[src/rtl/s2da_pkg.sv]
// ----------------------------------------------------------------------------
// s2da_pkg: shared types and constants
// Character codes, back-end state encoding and the divide-by-ten step table
// used by the decimal text converter.
// ----------------------------------------------------------------------------
package s2da_pkg;

    localparam logic [7:0] CH_ZERO    = 8'h30;
    localparam logic [7:0] CH_MINUS   = 8'h2D;
    localparam logic [7:0] CH_NEWLINE = 8'h0A;

    // nibbles divided per cycle and the bits they cover
    localparam int STEP_NIBS = 8;
    localparam int CHUNK_W   = STEP_NIBS * 4;

    // {remainder, nibble} is always below 160
    localparam int DIV_TAB_DEPTH = 160;

    // entry: {quotient[3:0], remainder[3:0]} of index / 10
    typedef logic [7:0] t_div_tab [DIV_TAB_DEPTH];

    typedef enum logic [2:0] {
        S_IDLE,
        S_CONV,
        S_SIGN,
        S_DIGIT,
        S_NL
    } t_back_state;

    function automatic t_div_tab f_div_tab();
        t_div_tab   tab;
        logic [3:0] q;
        logic [3:0] r;
        q = '0;
        r = '0;
        for (int t = 0; t < DIV_TAB_DEPTH; t++) begin
            tab[t] = {q, r};
            if (r == 4'd9) begin
                r = '0;
                q = q + 4'd1;
            end else begin
                r = r + 4'd1;
            end
        end
        return tab;
    endfunction

    localparam t_div_tab DIV_TAB = f_div_tab();

endpackage

[src/rtl/s2da_in_if.sv]
// ----------------------------------------------------------------------------
// s2da_in_if: input item channel
// Valid/ready channel carrying one signed integer per item.
// ----------------------------------------------------------------------------
interface s2da_in_if #(
    parameter int VALUE_BITS = 32
);
    logic                  valid;
    logic                  ready;
    logic [VALUE_BITS-1:0] value;

    modport source (output valid, output value, input ready);
    modport sink   (input valid, input value, output ready);
endinterface

[src/rtl/s2da_out_if.sv]
// ----------------------------------------------------------------------------
// s2da_out_if: output byte channel
// Valid/ready channel carrying one text byte and its end-of-run flag.
// ----------------------------------------------------------------------------
interface s2da_out_if;
    logic       valid;
    logic       ready;
    logic [7:0] text_byte;
    logic       last;

    modport source (output valid, output text_byte, output last, input ready);
    modport sink   (input valid, input text_byte, input last, output ready);
endinterface

[src/rtl/signed_int_to_decimal_ascii.sv]
// ----------------------------------------------------------------------------
// signed_int_to_decimal_ascii: signed integer to decimal text
// Each item is divided by ten digit by digit, P = ceil(VALUE_BITS/32) divide
//   passes per digit; its first byte leaves once all its digits are found.
// The engine converts one item at a time; the input stage and queue can take
//   new items before it is through with the last one.
// Reset: synchronous, active low; clears the handshake and sequencing state.
// ----------------------------------------------------------------------------
module signed_int_to_decimal_ascii #(
    parameter int VALUE_BITS = 32
) (
    input  logic       i_clk,
    input  logic       i_rst_n,
    s2da_in_if.sink    i_in,
    s2da_out_if.source o_out
);

    logic                push_valid;
    logic                push_ready;
    logic [VALUE_BITS:0] push_data;
    logic                pop_valid;
    logic                pop_ready;
    logic [VALUE_BITS:0] pop_data;

    s2da_front #(
        .VALUE_BITS (VALUE_BITS)
    ) u_front (
        .i_clk        (i_clk),
        .i_rst_n      (i_rst_n),
        .i_in         (i_in),
        .o_push_valid (push_valid),
        .i_push_ready (push_ready),
        .o_push_data  (push_data)
    );

    s2da_queue #(
        .DATA_W (VALUE_BITS + 1)
    ) u_queue (
        .i_clk        (i_clk),
        .i_rst_n      (i_rst_n),
        .i_push_valid (push_valid),
        .o_push_ready (push_ready),
        .i_push_data  (push_data),
        .o_pop_valid  (pop_valid),
        .i_pop_ready  (pop_ready),
        .o_pop_data   (pop_data)
    );

    s2da_back #(
        .VALUE_BITS (VALUE_BITS)
    ) u_back (
        .i_clk     (i_clk),
        .i_rst_n   (i_rst_n),
        .i_q_valid (pop_valid),
        .o_q_ready (pop_ready),
        .i_q_data  (pop_data),
        .o_out     (o_out)
    );

endmodule

[src/rtl/s2da_front.sv]
// ----------------------------------------------------------------------------
// s2da_front: input stage
// Accepts an item, splits it into sign and magnitude and holds the result
// in a register until the queue takes it.
// ----------------------------------------------------------------------------
module s2da_front #(
    parameter int VALUE_BITS = 32
) (
    input  logic                i_clk,
    input  logic                i_rst_n,
    s2da_in_if.sink             i_in,
    output logic                o_push_valid,
    input  logic                i_push_ready,
    output logic [VALUE_BITS:0] o_push_data
);

    logic                  r_valid;
    logic                  r_neg;
    logic [VALUE_BITS-1:0] r_mag;
    logic                  n_valid;
    logic                  accept;
    logic                  in_neg;
    logic [VALUE_BITS-1:0] in_mag;

    assign i_in.ready = !r_valid || i_push_ready;
    assign accept     = i_in.valid && i_in.ready;

    // most negative value wraps to 2^(n-1), which is right as unsigned
    assign in_neg = i_in.value[VALUE_BITS-1];
    assign in_mag = in_neg ? (~i_in.value + {{(VALUE_BITS-1){1'b0}}, 1'b1}) : i_in.value;

    always_comb begin
        n_valid = r_valid;
        if (accept) begin
            n_valid = 1'b1;
        end else if (i_push_ready) begin
            n_valid = 1'b0;
        end
    end

    always_ff @(posedge i_clk) begin
        if (!i_rst_n) begin
            r_valid <= 1'b0;
        end else begin
            r_valid <= n_valid;
        end
    end

    always_ff @(posedge i_clk) begin
        if (accept) begin
            r_neg <= in_neg;
            r_mag <= in_mag;
        end
    end

    assign o_push_valid = r_valid;
    assign o_push_data  = {r_neg, r_mag};

endmodule

[src/rtl/s2da_queue.sv]
// ----------------------------------------------------------------------------
// s2da_queue: two-entry queue
// Decouples the input stage from the conversion engine.
// ----------------------------------------------------------------------------
module s2da_queue #(
    parameter int DATA_W = 33
) (
    input  logic              i_clk,
    input  logic              i_rst_n,
    input  logic              i_push_valid,
    output logic              o_push_ready,
    input  logic [DATA_W-1:0] i_push_data,
    output logic              o_pop_valid,
    input  logic              i_pop_ready,
    output logic [DATA_W-1:0] o_pop_data
);

    logic [DATA_W-1:0] r_mem [2];
    logic              r_wr_ptr;
    logic              r_rd_ptr;
    logic [1:0]        r_count;
    logic              push;
    logic              pop;

    assign o_push_ready = (r_count != 2'd2);
    assign o_pop_valid  = (r_count != 2'd0);
    assign push         = i_push_valid && o_push_ready;
    assign pop          = o_pop_valid && i_pop_ready;
    assign o_pop_data   = r_mem[r_rd_ptr];

    always_ff @(posedge i_clk) begin
        if (!i_rst_n) begin
            r_wr_ptr <= 1'b0;
            r_rd_ptr <= 1'b0;
            r_count  <= 2'd0;
        end else begin
            if (push) begin
                r_wr_ptr <= ~r_wr_ptr;
            end
            if (pop) begin
                r_rd_ptr <= ~r_rd_ptr;
            end
            if (push && !pop) begin
                r_count <= r_count + 2'd1;
            end else if (pop && !push) begin
                r_count <= r_count - 2'd1;
            end
        end
    end

    always_ff @(posedge i_clk) begin
        if (push) begin
            r_mem[r_wr_ptr] <= i_push_data;
        end
    end

endmodule

[src/rtl/s2da_back.sv]
// ----------------------------------------------------------------------------
// s2da_back: conversion engine
// Peels decimal digits off the magnitude, least significant first, then
// sends a minus sign if negative, digits (most significant first) and
// newline through an output register.
// ----------------------------------------------------------------------------
module s2da_back
    import s2da_pkg::*;
#(
    parameter int VALUE_BITS = 32
) (
    input  logic                i_clk,
    input  logic                i_rst_n,
    input  logic                i_q_valid,
    output logic                o_q_ready,
    input  logic [VALUE_BITS:0] i_q_data,
    s2da_out_if.source          o_out
);

    localparam int PASSES     = (VALUE_BITS + CHUNK_W - 1) / CHUNK_W;
    localparam int WORK_W     = PASSES * CHUNK_W;
    localparam int PASS_W     = (PASSES > 1) ? $clog2(PASSES) : 1;
    localparam int MAX_DIGITS = ((VALUE_BITS - 1) * 30103) / 100000 + 1;
    localparam int CNT_W      = $clog2(MAX_DIGITS + 1);
    localparam int IDX_W      = $clog2(MAX_DIGITS);

    t_back_state         r_state, n_state;
    logic [WORK_W-1:0]   r_work, n_work;
    logic [3:0]          r_rem, n_rem;
    logic [PASS_W-1:0]   r_pass, n_pass;
    logic                r_neg, n_neg;
    logic [CNT_W-1:0]    r_nd, n_nd;
    logic                r_ov, n_ov;
    logic [7:0]          r_byte, n_byte;
    logic                r_last, n_last;
    logic [3:0]          r_dig [MAX_DIGITS];

    logic [3:0]          rem_chain [STEP_NIBS+1];
    logic [7:0]          div_ent [STEP_NIBS];
    logic [CHUNK_W-1:0]  div_q;
    logic [WORK_W-1:0]   div_work;
    logic [3:0]          div_rem;

    logic                slot_free;
    logic                emit;
    logic [7:0]          e_byte;
    logic                e_last;
    logic                dig_we;
    logic [CNT_W-1:0]    nd_dec;

    // long division of the top chunk by ten, one nibble per table step
    always_comb begin
        rem_chain[0] = r_rem;
        for (int k = 0; k < STEP_NIBS; k++) begin
            div_ent[k] = DIV_TAB[{rem_chain[k], r_work[WORK_W-1-4*k -: 4]}];
            div_q[CHUNK_W-1-4*k -: 4] = div_ent[k][7:4];
            rem_chain[k+1] = div_ent[k][3:0];
        end
    end

    assign div_rem  = rem_chain[STEP_NIBS];
    // after all passes the work register holds the quotient
    assign div_work = (r_work << CHUNK_W) | WORK_W'(div_q);
    assign nd_dec   = r_nd - CNT_W'(1);

    assign slot_free = !r_ov || o_out.ready;

    always_comb begin
        n_state   = r_state;
        n_work    = r_work;
        n_rem     = r_rem;
        n_pass    = r_pass;
        n_neg     = r_neg;
        n_nd      = r_nd;
        o_q_ready = 1'b0;
        emit      = 1'b0;
        e_byte    = CH_NEWLINE;
        e_last    = 1'b0;
        dig_we    = 1'b0;

        unique case (r_state)
            S_IDLE: begin
                o_q_ready = 1'b1;
                if (i_q_valid) begin
                    n_neg   = i_q_data[VALUE_BITS];
                    n_work  = WORK_W'(i_q_data[VALUE_BITS-1:0]);
                    n_rem   = '0;
                    n_pass  = '0;
                    n_nd    = '0;
                    n_state = S_CONV;
                end
            end
            S_CONV: begin
                n_work = div_work;
                n_rem  = div_rem;
                if (r_pass == PASS_W'(PASSES - 1)) begin
                    dig_we = 1'b1;
                    n_nd   = r_nd + CNT_W'(1);
                    n_rem  = '0;
                    n_pass = '0;
                    // zero still yields its single digit on the first round
                    if (div_work == '0) begin
                        n_state = r_neg ? S_SIGN : S_DIGIT;
                    end
                end else begin
                    n_pass = r_pass + PASS_W'(1);
                end
            end
            S_SIGN: begin
                if (slot_free) begin
                    emit    = 1'b1;
                    e_byte  = CH_MINUS;
                    n_state = S_DIGIT;
                end
            end
            S_DIGIT: begin
                if (slot_free) begin
                    emit   = 1'b1;
                    e_byte = CH_ZERO + {4'b0000, r_dig[nd_dec[IDX_W-1:0]]};
                    n_nd   = nd_dec;
                    if (r_nd == CNT_W'(1)) begin
                        n_state = S_NL;
                    end
                end
            end
            S_NL: begin
                if (slot_free) begin
                    emit    = 1'b1;
                    e_byte  = CH_NEWLINE;
                    e_last  = 1'b1;
                    n_state = S_IDLE;
                end
            end
            default: begin
                n_state = S_IDLE;
            end
        endcase

        n_ov   = r_ov;
        n_byte = r_byte;
        n_last = r_last;
        if (slot_free) begin
            n_ov = emit;
            if (emit) begin
                n_byte = e_byte;
                n_last = e_last;
            end
        end
    end

    always_ff @(posedge i_clk) begin
        if (!i_rst_n) begin
            r_state <= S_IDLE;
            r_ov    <= 1'b0;
            r_pass  <= '0;
            r_nd    <= '0;
        end else begin
            r_state <= n_state;
            r_ov    <= n_ov;
            r_pass  <= n_pass;
            r_nd    <= n_nd;
        end
    end

    always_ff @(posedge i_clk) begin
        r_work <= n_work;
        r_rem  <= n_rem;
        r_neg  <= n_neg;
        r_byte <= n_byte;
        r_last <= n_last;
        if (dig_we) begin
            r_dig[r_nd[IDX_W-1:0]] <= div_rem;
        end
    end

    assign o_out.valid     = r_ov;
    assign o_out.text_byte = r_byte;
    assign o_out.last      = r_last;

endmodule

[src/flat_wrapper.sv]
// flat-port wrapper written by rule: the top's interface ports become plain ports
module signed_int_to_decimal_ascii_flat 
#(
    parameter int VALUE_BITS = 32
)
  (i_clk, i_rst_n, i_in_valid, i_in_value, i_in_ready, o_out_valid, o_out_text_byte, o_out_last, o_out_ready);
  s2da_in_if #(.VALUE_BITS(VALUE_BITS)) i_in_i ();
  s2da_out_if o_out_i ();
  input  logic i_clk;
  input  logic i_rst_n;
  input wire logic [$bits(i_in_i.valid)-1:0] i_in_valid;
  input wire logic [$bits(i_in_i.value)-1:0] i_in_value;
  output wire logic [$bits(i_in_i.ready)-1:0] i_in_ready;
  output wire logic [$bits(o_out_i.valid)-1:0] o_out_valid;
  output wire logic [$bits(o_out_i.text_byte)-1:0] o_out_text_byte;
  output wire logic [$bits(o_out_i.last)-1:0] o_out_last;
  input wire logic [$bits(o_out_i.ready)-1:0] o_out_ready;
  assign i_in_i.valid = i_in_valid;
  assign i_in_i.value = i_in_value;
  assign i_in_ready = i_in_i.ready;
  assign o_out_valid = o_out_i.valid;
  assign o_out_text_byte = o_out_i.text_byte;
  assign o_out_last = o_out_i.last;
  assign o_out_i.ready = o_out_ready;
  signed_int_to_decimal_ascii #(.VALUE_BITS(VALUE_BITS)) u_core (.i_clk(i_clk), .i_rst_n(i_rst_n), .i_in(i_in_i), .o_out(o_out_i));
endmodule
[config.mk]
export PLATFORM = sky130hd
export DESIGN_NAME = signed_int_to_decimal_ascii_flat
export DESIGN_NICKNAME = d
export VERILOG_FILES = /design/src/rtl/s2da_pkg.sv /design/src/rtl/s2da_in_if.sv /design/src/rtl/s2da_out_if.sv /design/src/rtl/signed_int_to_decimal_ascii.sv /design/src/rtl/s2da_front.sv /design/src/rtl/s2da_queue.sv /design/src/rtl/s2da_back.sv /design/src/flat_wrapper.sv
export SDC_FILE = /design/constraint.sdc
export NUM_CORES = 1
export LEC_CHECK = 0
export BUFFER_PORTS_ARGS = -buffer_cell sky130_fd_sc_hd__buf_2
export CAP_MARGIN = 20
export CORE_MARGIN = 4
export CORE_UTILIZATION = 55
export DETAILED_ROUTE_END_ITERATION = 10
export GPL_TIMING_DRIVEN = 0
export PLACE_DENSITY = 0.75
export REMOVE_ABC_BUFFERS = 1
export SETUP_SLACK_MARGIN = 0.15
export SYNTH_ARGS = -nofsm -noshare
export SYNTH_HDL_FRONTEND = slang
export SYNTH_HIERARCHICAL = 1
export SYNTH_SLANG_ARGS = --single-unit
[constraint.sdc]
create_clock -name i_clk -period 16.3 [get_ports i_clk]
set_input_delay 0 -clock i_clk [delete_from_list [all_inputs] [get_ports i_clk]]
set_output_delay 0 -clock i_clk [all_outputs]
set_load 0.02 [all_outputs]
Word level (Yosys, flattened, before mapping)
Memory sizes are Yosys's and may differ from the RTL's. A register that Yosys moved wholly into a read port is not among the register bits.
Cells that the tools add are included.
{"block": "word_totals", "ff_bits": 93, "ram_bits": 106, "romBits": 16384, "input_bits": 36, "output_inout_bits": 11, "n_memories": 10}
{"block": "op_classes", "add_sub_neg": 7, "magnitude_cmp": 8, "eq_ne": 13, "mux": 54, "n_bitwise": 11, "reduce_logical": 24}
{"memory": "(no name shown)", "depth": 256, "word_bits": 8, "rd": 1, "rd_ports_with_merged_regs": 0, "write_ports": 0, "line_no": "s2da_back.sv:55", "rtl": "div_ent[k] = DIV_TAB[{rem_chain[k], r_work[WORK_W-1-4*k -: 4]}];"}
{"memory": "(no name shown)", "depth": 256, "word_bits": 8, "rd": 1, "rd_ports_with_merged_regs": 0, "write_ports": 0, "line_no": "s2da_back.sv:55"}
{"memory": "(no name shown)", "depth": 256, "word_bits": 8, "rd": 1, "rd_ports_with_merged_regs": 0, "write_ports": 0, "line_no": "s2da_back.sv:55"}
{"memory": "(no name shown)", "depth": 256, "word_bits": 8, "rd": 1, "rd_ports_with_merged_regs": 0, "write_ports": 0, "line_no": "s2da_back.sv:55"}
{"memory": "(no name shown)", "depth": 256, "word_bits": 8, "rd": 1, "rd_ports_with_merged_regs": 0, "write_ports": 0, "line_no": "s2da_back.sv:55"}
{"memory": "(no name shown)", "depth": 256, "word_bits": 8, "rd": 1, "rd_ports_with_merged_regs": 0, "write_ports": 0, "line_no": "s2da_back.sv:55"}
{"memory": "4 more memories"}
{"operator": "8-bit two-way mux", "n": 16}
{"operator": "9-bit greater-or-equal comparator (second input constant)", "n": 8}
{"operator": "8-bit inverter with 9-bit output", "n": 8}
{"operator": "32-bit case mux with 2 select lines", "n": 1}
{"operator": "32-bit by 1-bit adder with 32-bit output (second input constant)", "n": 1}
{"operator": "32-bit logical NOT", "n": 1}
{"operator": "32-bit two-way mux", "n": 1}
{"operator": "32-bit inverter", "n": 1}
{"operator": "31-bit two-way mux", "n": 1}
{"operator": "3-bit two-way mux", "n": 7}
{"operator": "1-bit two-way mux", "n": 17}
{"operator": "4-bit two-way mux", "n": 4}
{"operator": "3-bit case mux with 5 select lines", "n": 1}
{"operator": "2-bit inequality test (second input constant)", "n": 7}
{"operator": "7-bit case mux with 2 select lines", "n": 1}
{"operator": "4-bit case mux with 3 select lines", "n": 1}
{"operator": "4-bit case mux with 2 select lines", "n": 1}
{"operator": "2-bit nonzero test", "n": 4}
{"operator": "6-bit by 4-bit adder with 7-bit output (first input constant)", "n": 1}
{"operator": "7-bit AND reduction", "n": 1}
{"operator": "3-bit by 2-bit == test with 1-bit output (second input constant)", "n": 2}
{"operator": "2-bit AND reduction", "n": 3}
{"operator": "1-bit logical AND", "n": 5}
{"operator": "4-bit by 1-bit adder with 4-bit output (second input constant)", "n": 1}
{"operator": "17 further kinds", "n": 23}

Depth between registers and ports, before layout
{"block": "depth", "depth_word": 36, "ltp_mapped": 27, "depth_no_buf": 22}

By module
The synthesis kept the hierarchy.
{"mod": "s2da_back", "n_inst": 1, "cells_per_inst": 1239, "area_each_um2": 9766.9, "seq_area_each_um2": 2562.5}
{"mod": "s2da_queue", "n_inst": 1, "cells_per_inst": 127, "area_each_um2": 2616.3, "seq_area_each_um2": 2082.0}
{"mod": "s2da_front", "n_inst": 1, "cells_per_inst": 149, "area_each_um2": 1825.5, "seq_area_each_um2": 1011.0}

Worst setup path after synthesis
Ideal clock, no wire load.
{"block": "synth_path", "kind": "register -> register", "startpoint": "register u_core.u_back.r_work[26]", "endpoint": "register u_core.u_back.r_work[2] (data pin)", "setup_time_ns": 0.254, "arrival_time_ns": 6.110, "path_slack_ns": 9.936, "path_stages_with_launch": 24, "n_path_buf": 2, "synth_period_minus_slack_ns": 6.364, "path_cell_list": "edfxtp_1 clkbuf_1 inv_1 ha_1 or3b_1 o2111ai_2 o31ai_2 a211o_1 nor3_4 mux2_4 o221a_2 a211oi_2 a2111oi_1 a2111oi_2 a211o_4 mux2_4 a221oi_4 mux2i_1 o221ai_2 buf_4 maj3_1 a21oi_2 o311ai_0 o21a_1"}
{"block": "synth_via", "elab_chain_cells": 29}
{"element": "start: declaration", "line_no": "s2da_back.sv:28", "rtl": "logic [WORK_W-1:0] r_work, n_work;"}
{"element": "start signal: assignment", "line_no": "s2da_back.sv:166", "rtl": "r_work <= n_work;"}
{"element": "8-bit inverter with 9-bit output (not written as such)", "line_no": "s2da_back.sv:55"}
{"element": "memory read 256 x 8 bit"}
{"element": "8-bit two-way mux (not written as such) (2 in a row)", "line_no": "s2da_back.sv:55"}
{"element": "8-bit inverter with 9-bit output (not written as such)", "line_no": "s2da_back.sv:55"}
{"element": "memory read 256 x 8 bit"}
{"element": "8-bit two-way mux (not written as such) (2 in a row)", "line_no": "s2da_back.sv:55"}
{"element": "8-bit inverter with 9-bit output (not written as such)", "line_no": "s2da_back.sv:55"}
{"element": "memory read 256 x 8 bit"}
{"element": "(+10 left out)"}
{"element": "8-bit inverter with 9-bit output (not written as such)", "line_no": "s2da_back.sv:55"}
{"element": "memory read 256 x 8 bit"}
{"element": "8-bit two-way mux (not written as such) (2 in a row)", "line_no": "s2da_back.sv:55"}
{"element": "8-bit inverter with 9-bit output (not written as such)", "line_no": "s2da_back.sv:55"}
{"element": "memory read 256 x 8 bit"}
{"element": "8-bit two-way mux (not written as such) (2 in a row)", "line_no": "s2da_back.sv:55"}
{"element": "32-bit case mux with 2 select lines", "line_no": "s2da_back.sv:81", "rtl": "unique case (r_state)"}
{"element": "net u_core.u_back.n_work[2]", "line_no": "s2da_back.sv:28"}
The timed path passes the listed nets, and every way through them passes these cells. The select of a mux whose other input is x is not followed.
A chain may end at the register's enable or synchronous reset.

==> summary.md <==
| Metric | Value |
|---|---|
| Postcts setup bufs | 0 |
| Initial antenna violation count | 1 |
| ANT nets after route | 0 |
| Worst skew pair latency | between 0.4 and 0.5 ns |
| Worst-margin pin slew | 0.978 ns |
| Commonest cells after routing, fill and taps aside | edfxtp_1 (179), nand2_1 (158), nor2_1 (148) |
| Vias per inst | roughly 6.4 |
| Placer Congestion | 0.895 |
| Avg Cell Area, Syn | around 9.4 µm² |
| Slew Limit Fails | 0 |
| I/O pins | 47 |
| WL per Instance | about 18 µm |
| Clock Sinks | between 150 and 200 |
| Most common cell after layout, fill and taps aside | edfxtp_1 |
| Crit-path cells | clkinv_1, a32oi_1, o211a_1, a21boi_1, o21ai_0, o221ai_1, buf_4, nand2_1, o211ai_1, nand2_1, o221ai_2, nor2_2, a211oi_2, nand3_2, o221ai_2, mux2i_1, nor2_1, a21oi_1 |
| #FFs+latches synth | slightly below 200 |
| # setup viols final | 0 |
| Yosys warns | 6 |
| Main synth FF type | edfxtp_1 |
| Port Buffers | 44 |
| H-tree Lvls | 4 |
| Fin crit share | 0.524 |
| Worst path slowest cell | edfxtp_1 |
| Clk_skew | around 0.012 ns |
| Kind of critical path | register to register |
| Critical Path AT | approximately 8.6 ns |
| Reg clk slew, reported paths | ~0.070 ns |
| Netlist cell types | between 100 and 150 |
| Vias | approximately 12000 |
| Max-cap check violation count | 0 |
| Hold Violations, Final | 0 |
| Share of layout cells above drive strength 1 | 0.138 |
| Unrepaired setup endpoints after global routing | no |
| Post-route cell area | 0.0155 mm² |
| DIE AREA | 0.0285 mm² |
| CP Launch Type | register |
| Routed wire length | 33800 µm |
| Mapped cell area | 0.0142 mm² |
| Post-detail-place hpwl | between 20000 and 25000 µm |
| Cells after synthesis | 1515 |
| Largest net degree at the start of global routing | 42 |
| Tightest Hold Check Type | input port to register |
| CTS resizes | 0 |
| Fmax achieved | around 120 MHz |
| Top fanout value on the critical path | 29 |
| CP max stage delay | roughly 0.96 ns |
| Sum Neg Setup Slack | 0 ns |
| First-pass GRT wire length | 54800 µm |
| Register area share after synthesis | 0.398 |
| Outcome | completed |
| Area Overhead vs Synth | 9.40% |
| DRC errors left | 0 |
| Row count | 58 |
| Placed Area | ~0.015 mm² |
| Chip Height | between 150 and 200 µm |
| Core Area | 0.0253 mm² |
| Crit path required time | roughly 16 ns |
| R2r setup slk | between 7 and 8 ns |
| Crit path time final | about 8.5 ns |
| Synth async-reset ratio | 0 |
| DRT iter0 DRCs | 1204 |
| Initial core utilization | 0.561 |
| Max clock buf depth | 2 |
| CTS tree | yes |
| Die span in x | approximately 170 µm |
| Clk root buf | clkbuf_16 |
| Fin nets | approximately 1600 |
| Number of CTS-inserted buffers | 17 |
| Grt ovf | 0 |
| Crit path capture type | register |
| Number of global-route vias before repair | 10700 |
| Max_slew headroom | 0.348 |
| Gr usage total | 0.231 |
| Detailed Routing Iterations Pass 1 | 5 |
| Post-synth EDFFs | ~180 |
-- cells by family after synthesis --
kind of cell / synth area share
and+or+nand+nor: 0.170
AOI/OAI and AO/OA: 0.227
DFF: 0.398
buffers and inverters: 0.0457
muxes: 0.0940
xor gates and xnor gates: 0.0277
adders and majority gates: 0.0370
other: 0.000264
-- flip-flops by register name, summed over array words and instances, names as in the netlist, 2 cells and up, named ones only --
| register | cells |
|---|---|
| u_core/u_queue/r_mem | 66 |
| u_core/u_back/r_dig | 40 |
| u_core/u_back/r_work | 32 |
| u_core/u_front/r_mag | 32 |
| u_core/u_back/o_out.text_byte | 6 |
| u_core/u_back/r_nd | 4 |
| u_core/u_back/r_state | 3 |
| u_core/u_queue/r_count | 2 |
-- worst max-delay path, delay by kind of cell (launching register included) --
family                 cells  cell delay [ns]
multiplexers               1             0.26
AO/OA/AOI/OAI             10             5.25
buffers and inverters      2             0.83
AND/OR/NAND/NOR            5             0.85
flip-flops                 1             0.96
-- synthesized netlist by cell type, types with 27 or more instances --
cell type	number	area share
nand2_1	158	0.042
ha_1	38	0.033
nor2_1	149	0.039
mux2i_1	49	0.035
clkbuf_1	72	0.019
xnor2_1	30	0.018
edfxtp_1	179	0.38
a31oi_1	27	0.012
mux2_2	53	0.042
o21ai_0	140	0.049
inv_1	45	0.012
a21oi_1	103	0.036
-- worst paths after layout --
kind                                                from                     endpoint  depth (start not counted)
worst max-delay path            u_core/u_back/r_work[28]    u_core/u_back/r_dig[2][3]                         18
worst min-delay path                      i_in_value[31]         u_core/u_front/r_neg                          1
worst max register to register  u_core/u_back/r_work[28]    u_core/u_back/r_dig[2][3]                         18
worst min register to register  u_core/u_front/r_mag[21]  u_core/u_queue/r_mem[1][21]                          0
-- area by class of cell --
cell class                      count  area (µm²)
Clock inverter                     15         194
Fill cell                        2006        9780
Sequential cell                   193        5660
Tap cell                          330         413
Inverter                           51         191
Multi-Input combinational cell   1172        7910
Timing Repair Buffer               86         748
Clock buffer                       17         425
Antenna cell                        1        2.50
-- per-layer routing --
layer | wire length, µm | track usage | up-vias
met5 | 0 | 0 | -
met2 | 15700 | 0.370 | 484
met1 | 15500 | 0.336 | 5684
met4 | 481 | 0.0589 | 0
li1 | - | - | 5709
met3 | 2040 | 0.0285 | 44
-- through the flow --
stage	hold WS, ns	worst slack (ns)	cells	util
floorplan	0.0989	9.26	1416	-
global placement	0.234	7.54	1790	0.568
detailed placement	0.240	7.88	1795	0.573
CTS	0.0494	7.84	1861	0.610
global route	0.0917	7.09	1865	0.614
finish	0.0842	7.76	1865	0.614
-- timing repair --
item / 4_1_cts / 5_1_grt
endpoints found under the hold margin: 43 / 0
endpoints found under the setup margin: 0 / 0
hold buffers: 34 / 0
Power is not shown: default switching activity piles up to over one toggle a cycle in this logic, so the estimate is an artifact.
